### src/hdl/wfcp_pkg.sv
`timescale 1ns / 1ps

package wfcp_pkg;

  localparam logic [31:0] TAG_RIFF = 32'h5249_4646;
  localparam logic [31:0] TAG_WAVE = 32'h5741_5645;
  localparam logic [31:0] TAG_FMT  = 32'h666D_7420;
  localparam logic [31:0] TAG_DATA = 32'h6461_7461;

  localparam logic [31:0] FMT_MIN_LEN = 32'd16;
  localparam logic [31:0] HEADER_LEN  = 32'd12;
  localparam logic [31:0] HDR_LEN     = 32'd8;
  localparam logic [31:0] RIFF_LAST   = 32'd3;
  localparam logic [31:0] WAVE_LAST   = 32'd11;
  localparam logic [31:0] ID_LEN      = 32'd4;

  localparam int QUEUE_DEPTH = 4;
  localparam int QUEUE_AW    = $clog2(QUEUE_DEPTH);

  typedef enum logic [2:0] {
    PH_HEADER,
    PH_CHUNK_HDR,
    PH_BODY,
    PH_PAD,
    PH_IDLE
  } phase_t;

  typedef enum logic [1:0] {
    ST_OK,
    ST_BAD_HEADER,
    ST_NO_FORMAT,
    ST_NO_DATA
  } status_t;

  typedef enum logic {
    KIND_PAYLOAD,
    KIND_SUMMARY
  } kind_t;

  typedef struct packed {
    kind_t        kind;
    logic [7:0]   payload_byte;
    logic         chunk_start;
    logic [127:0] format;
    status_t      status;
    logic         run_end;
  } result_t;

  typedef struct packed {
    logic [1:0] count;
    result_t    first;
    result_t    second;
  } result_push_t;

endpackage

### src/hdl/wave_file_chunk_parser.sv
`timescale 1ns / 1ps

// Parses a RIFF wave file streamed in one byte per item, with tlast on the last
// byte, and takes one byte in every clock cycle while the four-entry result
// queue has room for two items; each data-chunk body byte leaves as a payload
// item and the last byte of the file adds a summary item with the format fields
// and a status, after which the parser is ready for the next file.
module wave_file_chunk_parser (
  input  logic         clk,
  input  logic         rst,
  input  logic         s_tvalid,
  output logic         s_tready,
  input  logic [7:0]   s_tdata,   // byte_value
  input  logic         s_tlast,   // is_final
  output logic         m_tvalid,
  input  logic         m_tready,
  // payload_byte, chunk_start, format_code, channel_count, sample_rate,
  // byte_rate, frame_align, sample_bits, status, zero fill
  output logic [143:0] m_tdata,
  output logic         m_tuser,   // kind
  output logic         m_tlast    // run_end
);

  wfcp_pkg::result_push_t push;
  wfcp_pkg::result_t      head;
  logic                   room;

  assign s_tready = room;

  wfcp_parser u_parser (
    .clk        (clk),
    .rst        (rst),
    .accept     (s_tvalid && room),
    .byte_value (s_tdata),
    .is_final   (s_tlast),
    .push       (push)
  );

  wfcp_queue u_queue (
    .clk        (clk),
    .rst        (rst),
    .push       (push),
    .room       (room),
    .head_valid (m_tvalid),
    .head       (head),
    .pop        (m_tready)
  );

  assign m_tdata = {5'd0, head.status, head.format, head.chunk_start, head.payload_byte};
  assign m_tuser = head.kind;
  assign m_tlast = head.run_end;

endmodule

### src/hdl/wfcp_parser.sv
`timescale 1ns / 1ps

module wfcp_parser (
  input  logic                  clk,
  input  logic                  rst,
  input  logic                  accept,
  input  logic [7:0]            byte_value,
  input  logic                  is_final,
  output wfcp_pkg::result_push_t push
);

  wfcp_pkg::phase_t phase, phase_next;
  logic [31:0]  position_count, position_count_next;
  logic [31:0]  tag_shift, tag_shift_next;
  logic [31:0]  chunk_length, chunk_length_next;
  logic         header_bad, header_bad_next;
  logic [127:0] pending_format, pending_format_next;
  logic [127:0] committed_format, committed_format_next;
  logic [1:0]   found_flags, found_flags_next;

  always_ff @(posedge clk) begin
    if (rst) begin
      phase            <= wfcp_pkg::PH_HEADER;
      position_count   <= '0;
      tag_shift        <= '0;
      chunk_length     <= '0;
      header_bad       <= 1'b0;
      pending_format   <= '0;
      committed_format <= '0;
      found_flags      <= '0;
    end else if (accept) begin
      phase            <= phase_next;
      position_count   <= position_count_next;
      tag_shift        <= tag_shift_next;
      chunk_length     <= chunk_length_next;
      header_bad       <= header_bad_next;
      pending_format   <= pending_format_next;
      committed_format <= committed_format_next;
      found_flags      <= found_flags_next;
    end
  end

  always_comb begin
    logic [31:0]          pos_inc;
    logic                 complete;
    logic                 pay_valid;
    wfcp_pkg::result_t    pay;
    wfcp_pkg::result_t    sum;
    wfcp_pkg::status_t    st;

    phase_next            = phase;
    position_count_next   = position_count;
    tag_shift_next        = tag_shift;
    chunk_length_next     = chunk_length;
    header_bad_next       = header_bad;
    pending_format_next   = pending_format;
    committed_format_next = committed_format;
    found_flags_next      = found_flags;
    pos_inc               = position_count + 32'd1;
    complete              = 1'b0;
    pay_valid             = 1'b0;
    pay                   = '0;
    sum                   = '0;
    st                    = wfcp_pkg::ST_OK;

    case (phase)
      wfcp_pkg::PH_HEADER: begin
        tag_shift_next = {tag_shift[23:0], byte_value};
        if (position_count == wfcp_pkg::RIFF_LAST && tag_shift_next != wfcp_pkg::TAG_RIFF) begin
          header_bad_next = 1'b1;
        end
        if (position_count == wfcp_pkg::WAVE_LAST && tag_shift_next != wfcp_pkg::TAG_WAVE) begin
          header_bad_next = 1'b1;
        end
        position_count_next = pos_inc;
        if (header_bad_next) begin
          phase_next = wfcp_pkg::PH_IDLE;
        end else if (pos_inc == wfcp_pkg::HEADER_LEN) begin
          phase_next          = wfcp_pkg::PH_CHUNK_HDR;
          position_count_next = '0;
        end
      end
      wfcp_pkg::PH_CHUNK_HDR: begin
        if (position_count < wfcp_pkg::ID_LEN) begin
          tag_shift_next = {tag_shift[23:0], byte_value};
        end else begin
          chunk_length_next = {byte_value, chunk_length[31:8]};
        end
        position_count_next = pos_inc;
        if (pos_inc == wfcp_pkg::HDR_LEN) begin
          position_count_next = '0;
          if (chunk_length_next == '0) begin
            complete = 1'b1;
          end else begin
            phase_next = wfcp_pkg::PH_BODY;
          end
        end
      end
      wfcp_pkg::PH_BODY: begin
        if (tag_shift == wfcp_pkg::TAG_FMT && position_count < wfcp_pkg::FMT_MIN_LEN) begin
          pending_format_next[{position_count[3:0], 3'b000} +: 8] = byte_value;
        end
        if (tag_shift == wfcp_pkg::TAG_DATA) begin
          pay_valid         = 1'b1;
          pay.kind          = wfcp_pkg::KIND_PAYLOAD;
          pay.payload_byte  = byte_value;
          pay.chunk_start   = (position_count == '0);
        end
        position_count_next = pos_inc;
        if (pos_inc == chunk_length) begin
          complete            = 1'b1;
          position_count_next = '0;
          phase_next = chunk_length[0] ? wfcp_pkg::PH_PAD : wfcp_pkg::PH_CHUNK_HDR;
        end
      end
      wfcp_pkg::PH_PAD: begin
        phase_next          = wfcp_pkg::PH_CHUNK_HDR;
        position_count_next = '0;
      end
      default: begin
      end
    endcase

    if (complete) begin
      if (tag_shift_next == wfcp_pkg::TAG_FMT && chunk_length_next >= wfcp_pkg::FMT_MIN_LEN) begin
        committed_format_next = pending_format_next;
        found_flags_next[0]   = 1'b1;
      end else if (tag_shift_next == wfcp_pkg::TAG_DATA) begin
        found_flags_next[1] = 1'b1;
      end
    end

    if (header_bad_next || phase_next == wfcp_pkg::PH_HEADER) begin
      st = wfcp_pkg::ST_BAD_HEADER;
    end else if (!found_flags_next[0]) begin
      st = wfcp_pkg::ST_NO_FORMAT;
    end else if (!found_flags_next[1]) begin
      st = wfcp_pkg::ST_NO_DATA;
    end else begin
      st = wfcp_pkg::ST_OK;
    end
    sum.kind    = wfcp_pkg::KIND_SUMMARY;
    sum.status  = st;
    sum.run_end = 1'b1;
    if (st != wfcp_pkg::ST_BAD_HEADER) begin
      sum.format = committed_format_next;
    end

    push = '0;
    if (pay_valid && is_final) begin
      push.count  = 2'd2;
      push.first  = pay;
      push.second = sum;
    end else if (pay_valid) begin
      pay.run_end = 1'b1;
      push.count  = 2'd1;
      push.first  = pay;
    end else if (is_final) begin
      push.count = 2'd1;
      push.first = sum;
    end
    if (!accept) begin
      push.count = 2'd0;
    end

    if (is_final) begin
      phase_next            = wfcp_pkg::PH_HEADER;
      position_count_next   = '0;
      tag_shift_next        = '0;
      chunk_length_next     = '0;
      header_bad_next       = 1'b0;
      pending_format_next   = '0;
      committed_format_next = '0;
      found_flags_next      = '0;
    end
  end

endmodule

### src/hdl/wfcp_queue.sv
`timescale 1ns / 1ps

module wfcp_queue (
  input  logic                   clk,
  input  logic                   rst,
  input  wfcp_pkg::result_push_t push,
  output logic                   room,
  output logic                   head_valid,
  output wfcp_pkg::result_t      head,
  input  logic                   pop
);

  wfcp_pkg::result_t mem [wfcp_pkg::QUEUE_DEPTH];
  logic [wfcp_pkg::QUEUE_AW-1:0] wr_ptr;
  logic [wfcp_pkg::QUEUE_AW-1:0] rd_ptr;
  logic [wfcp_pkg::QUEUE_AW:0]   count;
  logic                          do_pop;

  assign head_valid = (count != '0);
  assign head       = mem[rd_ptr];
  assign do_pop     = pop && head_valid;
  assign room       = (count <= (wfcp_pkg::QUEUE_AW + 1)'(wfcp_pkg::QUEUE_DEPTH - 2));

  always_ff @(posedge clk) begin
    if (push.count != 2'd0) begin
      mem[wr_ptr] <= push.first;
    end
    if (push.count == 2'd2) begin
      mem[wr_ptr + wfcp_pkg::QUEUE_AW'(1)] <= push.second;
    end
  end

  always_ff @(posedge clk) begin
    if (rst) begin
      wr_ptr <= '0;
      rd_ptr <= '0;
      count  <= '0;
    end else begin
      wr_ptr <= wr_ptr + wfcp_pkg::QUEUE_AW'(push.count);
      if (do_pop) begin
        rd_ptr <= rd_ptr + wfcp_pkg::QUEUE_AW'(1);
      end
      count <= count + (wfcp_pkg::QUEUE_AW + 1)'(push.count)
             - (wfcp_pkg::QUEUE_AW + 1)'(do_pop);
    end
  end

endmodule

### config.mk
export PLATFORM = sky130hd
export DESIGN_NAME = wave_file_chunk_parser
export DESIGN_NICKNAME = d
export VERILOG_FILES = /design/src/hdl/wfcp_pkg.sv /design/src/hdl/wave_file_chunk_parser.sv /design/src/hdl/wfcp_parser.sv /design/src/hdl/wfcp_queue.sv
export SDC_FILE = /design/constraint.sdc
export NUM_CORES = 2
export LEC_CHECK = 0
export BUFFER_PORTS_ARGS = -buffer_cell sky130_fd_sc_hd__buf_4
export CAP_MARGIN = 20
export CORE_MARGIN = 2
export CORE_UTILIZATION = 40
export DETAILED_ROUTE_END_ITERATION = 8
export SYNTH_ARGS = -nofsm -noshare
export SYNTH_HDL_FRONTEND = slang
export SYNTH_SLANG_ARGS = --single-unit
### constraint.sdc
create_clock -name clk -period 13.63 [get_ports clk]
set_input_delay 3.4075 -clock clk [delete_from_list [all_inputs] [get_ports clk]]
set_output_delay 3.4075 -clock clk [all_outputs]
set_load 0.005 [all_outputs]
Yosys cells after proc, flatten, opt, wreduce, memory -nomap -nowiden
Memory sizes are Yosys's and may differ from the RTL's. A register that Yosys moved wholly into a read port is not among the register bits. Index checks and enable logic that the tools add are counted.

Memory bits (writable): 564. Output and inout bits: 148. Memories kept: 1. Register bits: 365. Logic and storage cells: 118.

Memory list: u_queue.mem (depth 4, width 141, read ports 1, clocked after Yosys merged registers in 1, wr ports 2, line wfcp_queue.sv:13) `wfcp_pkg::result_t mem [wfcp_pkg::QUEUE_DEPTH];`.

Mux-type cells: 61. Eq/ne operators: 16. Reduce and logical (&&, ||, !) cells: 16. Add/sub/neg operators: 7. Order comparisons: 4. Shift-type cells: 2.

Operator list (number): 128-bit 2-to-1 mux (7); 32-bit 2-to-1 mux (11); 143-bit 2-to-1 mux (2); 142-bit 2-to-1 mux (1); 141-bit 2-to-1 mux (1); 128-bit bitwise mux (1); 32-bit by 31-bit == test with 1-bit output, second input constant (4); 32-bit case mux with 4 select lines (1); 8-bit by 9-bit variable shift with 128-bit output, first input constant (1); 8-bit by 9-bit variable part select with 128-bit output (1); 32-bit by 4-bit == test with 1-bit output, second input constant (3); 32-bit zero test (2); 32-bit by 31-bit inequality test with 1-bit output, second input constant (2); 32-bit case mux with 2 select lines (1); 32-bit by 1-bit adder with 32-bit output, second input constant (1); 32-bit by 2-bit == test with 1-bit output, second input constant (1); 32-bit == test (1); 32-bit by 5-bit >= comparator with 1-bit output, second input constant (1); 32-bit by 3-bit < comparator with 1-bit output, second input constant (1); 32-bit by 5-bit < comparator with 1-bit output, second input constant (1); 2-bit 2-to-1 mux (9); 3-bit 2-to-1 mux (6); 1-bit 2-to-1 mux (17); 3-bit case mux with 4 select lines (1); 20 further kinds (29).

Logic depth before layout (Yosys ltp)
Depth in word-level cells: 20. Depth in mapped cells: 16.

Modules after synthesis
From an unflattened synthesis, not the netlist that was laid out.

Cell total of the unflattened synthesis: 3854. Area total of the unflattened synthesis: 47450.5 µm².

Modules (own cells, without submodules): wfcp_queue (area each 27516.4 µm², instances 1, cells each 1414); wfcp_parser (area each 19886.6 µm², instances 1, cells each 2433); wave_file_chunk_parser (area each 47.5 µm², instances 1, cells each 7).

Worst setup path after synthesis
OpenSTA, ideal clock, no wires.

Kind: input port to flip-flop. Start point: input s_tlast. End point: memory u_queue.mem[0][0] in the netlist's numbering (enable). Setup slack: 6.063 ns. Data arrival time: 7.083 ns. Stages: 6. Buffers on the path: 1. Cells stage by stage: ha_1 > clkbuf_1 > or3_1 > nand2_1 > nand2_1 > inv_1.

RTL lines: start, declared (line wave_file_chunk_parser.sv:14) `input logic s_tlast,`; end, declared (line wfcp_queue.sv:13).

==> flow_summary_export.csv <==
group,metric,value,unit
sta,fin_setup_tns,0,ns
critical_path,required,14.04,ns
synth,syn_inst,3563,
outcome,outcome,"completed",
job,cap_violations,0,
floorplan,die_h,326,um
synth,netlist_area,0.0416,mm2
power,ir_drop,105,uV
synth,synth_adder_area_share,0.349,%
route,drt-wirelength-per-cell,24.2,um
power,p_leak,15.1,nW
grt,grt_max_degree,129,
sta,setup_ws,6.10,ns
clock_network,cts_buffers,99,
clock_network,cts_buffer_depth,3,
sta,rsz0062_at_grt,"no",
floorplan,dieArea,0.107,mm2
synth,synth_area_leaders,"edfxtp_1, dfxtp_1, mux4_2",
route,wirelength,122000,um
finish,final_core_util,45.4,%
power,p_sw,1.78,mW
synth,async_flop_share,0,%
grt,overflow,0,
critical_path,critical_path_class,"in2reg",
sta,finalHoldViolCount,0,
floorplan,std_cell_rows,118,
placement,place_congestion,0.943,
finish,final_cell_mix,"nor2_1, edfxtp_1, dfxtp_1, buf_4, a22oi_1",
power,p_per_area,147,mW/mm2
power,seq_power_share,44.7,%
power,clockPowerShare,40.3,%
sta,slew_headroom,24.8,%
route,route.vias.total,29400,
synth,synth-xor-area-share,1.61,%
synth,synth_top_area_share,38.1,%
floorplan,die_x,326,um
grt,grt_util_all_layers,22.4,%
placement,place_ws,5.43,ns
grt,antenna_found_initial,3,
finish,layout-drive-gt1-share,15.7,%
grt,grt_pass1_wl,184000,um
floorplan,coreArea,0.103,mm2
clock_network,cts_root_buf,"clkbuf_16",
synth,synth_edf_count,528,
sta,final-setup-viol-count,0,
synth,yosys.area.top_type,"edfxtp_1",
power,power.internal,5.13,mW
floorplan,start_util,40.2,%
route,first_iter_violations,3296,
route,drc,0,
sta,fin_skew,0.0417,ns
grt,grt_pass1_vias,28900,
clock_network,cts-resized-gates,0,
synth,ys.flop_type,"edfxtp_1",
synth,synth_top_family_by_area,"simple AND/OR/NAND/NOR gates",
clock_network,post-cts-setup-buffer-count,0,
sta,worst_pin_slew,1.13,ns
floorplan,pin_count,161,
synth,ys_ff_latch,931,
clock_network,cts_hold_repair.buffers,0,
power,power,6.91,mW
route,ant_nets,0,
power,p_comb_share,15.0,%
sta,slew_violations,0,
route,viasPerCell,5.85,
sta,max_freq,0.133,GHz
synth,synthSimpleGateAreaFrac,13.8,%
sta,period_needed,7.53,ns
clock_network,cts_tree,"built",
power,swShare,25.8,%
critical_path,arrival,7.94,ns
placement,dp_cells,4845,
synth,synth.area.mux_share,12.2,%
finish,syn2layout_area_growth,12.9,%
placement,io_buffers,155,
clock_network,clkTransAtPathRegs,0.06,ns
clock_network,worstSkewPairLatency,0.69,ns
synth,yosysUniqueCellTypes,79,
synth,syn_area_per_cell,11.7,um2
worst_hold_path,min_path_type,"reg2reg",
clock_network,cts.htree.levels,3,
finish,final_cells,5032,
sta,finalCritPeriodShare,55.2,%
synth,yosys_warnings,0,
finish,final_common_cell,"nor2_1",
finish,nets,3591,
critical_path,worstSetupStartpointType,"input port",
synth,synth_compound_area_share,11.0,%
placement,dp_hpwl,72400,um
finish,diodes,0,
critical_path,cp-end-kind,"register",
route,dr.pass1.iters,6,
synth,seq_area_frac_synth,57.5,%
critical_path,worst-path-max-fanout,45,
clock_network,cts.sinks,931,
==> per-layer routing <==
layer	vias up	routed length, um	track usage, %
li1	13200	-	-
met1	14900	52000	31.1
met2	1120	58000	36.4
met3	226	7870	3.12
met4	0	3690	7.04
met5	-	0	0
==> cells in the mapped netlist (all sizes together), types with 11 or more instances <==
master,instances
o21a,12
nand4,32
xor2,20
a21oi,30
buf,149
clkbuf,144
a22o,166
o31ai,15
nor4,45
and3,11
nor3,54
nor2,791
dfxtp,403
mux2,49
inv,24
nand2,179
xnor2,41
nor4b,11
a22oi,180
mux2i,135
o21ai,111
a21o,27
edfxtp,528
or4,13
nand3,40
mux4,141
or3,17
and2,29
nor2b,24
==> per-stage QoR <==
step	hold WS, ns	cell area [um2]
after floorplan	0.420	41600
after global placement	0.437	43500
after detailed placement	0.445	43500
after CTS	0.456	46900
after global routing	0.484	46900
final	0.455	46900
==> power groups by stage <==
| stage | logic [mW] | clock network, mW | registers [mW] |
|---|---|---|---|
| floorplan | 0.628 | 0 | 3.11 |
| global placement | 1.06 | 0 | 3.15 |
| detailed placement | 1.06 | 0 | 3.15 |
| CTS | 1.06 | 2.82 | 3.09 |
| global route | 1.11 | 2.93 | 3.10 |
| finish | 1.04 | 2.78 | 3.09 |
==> state kept, by name, indices dropped and copies added, names as in the netlist, named ones only <==
| name | flops |
|---|---|
| u_parser.phase | 3 |
| u_parser.position_count | 32 |
| u_queue.mem | 564 |
| u_queue.rd_ptr | 2 |
| u_parser.found_flags | 2 |
| u_parser.header_bad | 1 |
| u_queue.count | 3 |
| u_parser.chunk_length | 32 |
| u_parser.tag_shift | 32 |
| u_parser.pending_format | 128 |
| u_parser.committed_format | 128 |
| u_queue.wr_ptr | 2 |
==> layout make-up <==
cell class	instances	area, um2
Fill cell	9556	56400
Sequential cell	931	23900
Multi-Input combinational cell	2319	16300
Clock buffer	142	2910
Tap cell	1380	1730
Timing Repair Buffer	192	1500
Clock inverter	44	487
Inverter	24	110
==> worst max-delay path, stage by stage <==
cell	delay [ns]
buf_4	0.24
or3_1	0.44
or4_1	0.51
or4b_1	0.48
mux2i_1	0.22
o2111ai_1	0.21
nor4_4	0.16
buf_4	0.66
buf_4	0.78
mux2i_1	0.50
nor2_1	0.10
==> cells by family after synthesis <==
logic type	count (synthesis)
AOI/OAI and AO/OA	618
muxes	325
DFF	931
buffers and inverters	317
xor gates and xnor gates	67
adders and majority gates	11
other	1
and+or+nand+nor	1293
==> worst paths after layout <==
| kind | slack, ns | startpoint | end | cells after the start |
|---|---|---|---|---|
| setup / recovery | 6.10 | s_tdata[3] | u_queue.mem[1][12] | 11 |
| setup reg to reg | 7.00 | u_parser.position_count[3] | u_queue.mem[1][12] | 11 |
| hold / removal | 0.46 | u_parser.pending_format[31] | u_parser.pending_format[31] | 2 |
| hold reg to reg | 0.46 | u_parser.pending_format[31] | u_parser.pending_format[31] | 2 |
Note: power is estimated with default switching activity, not from simulation.
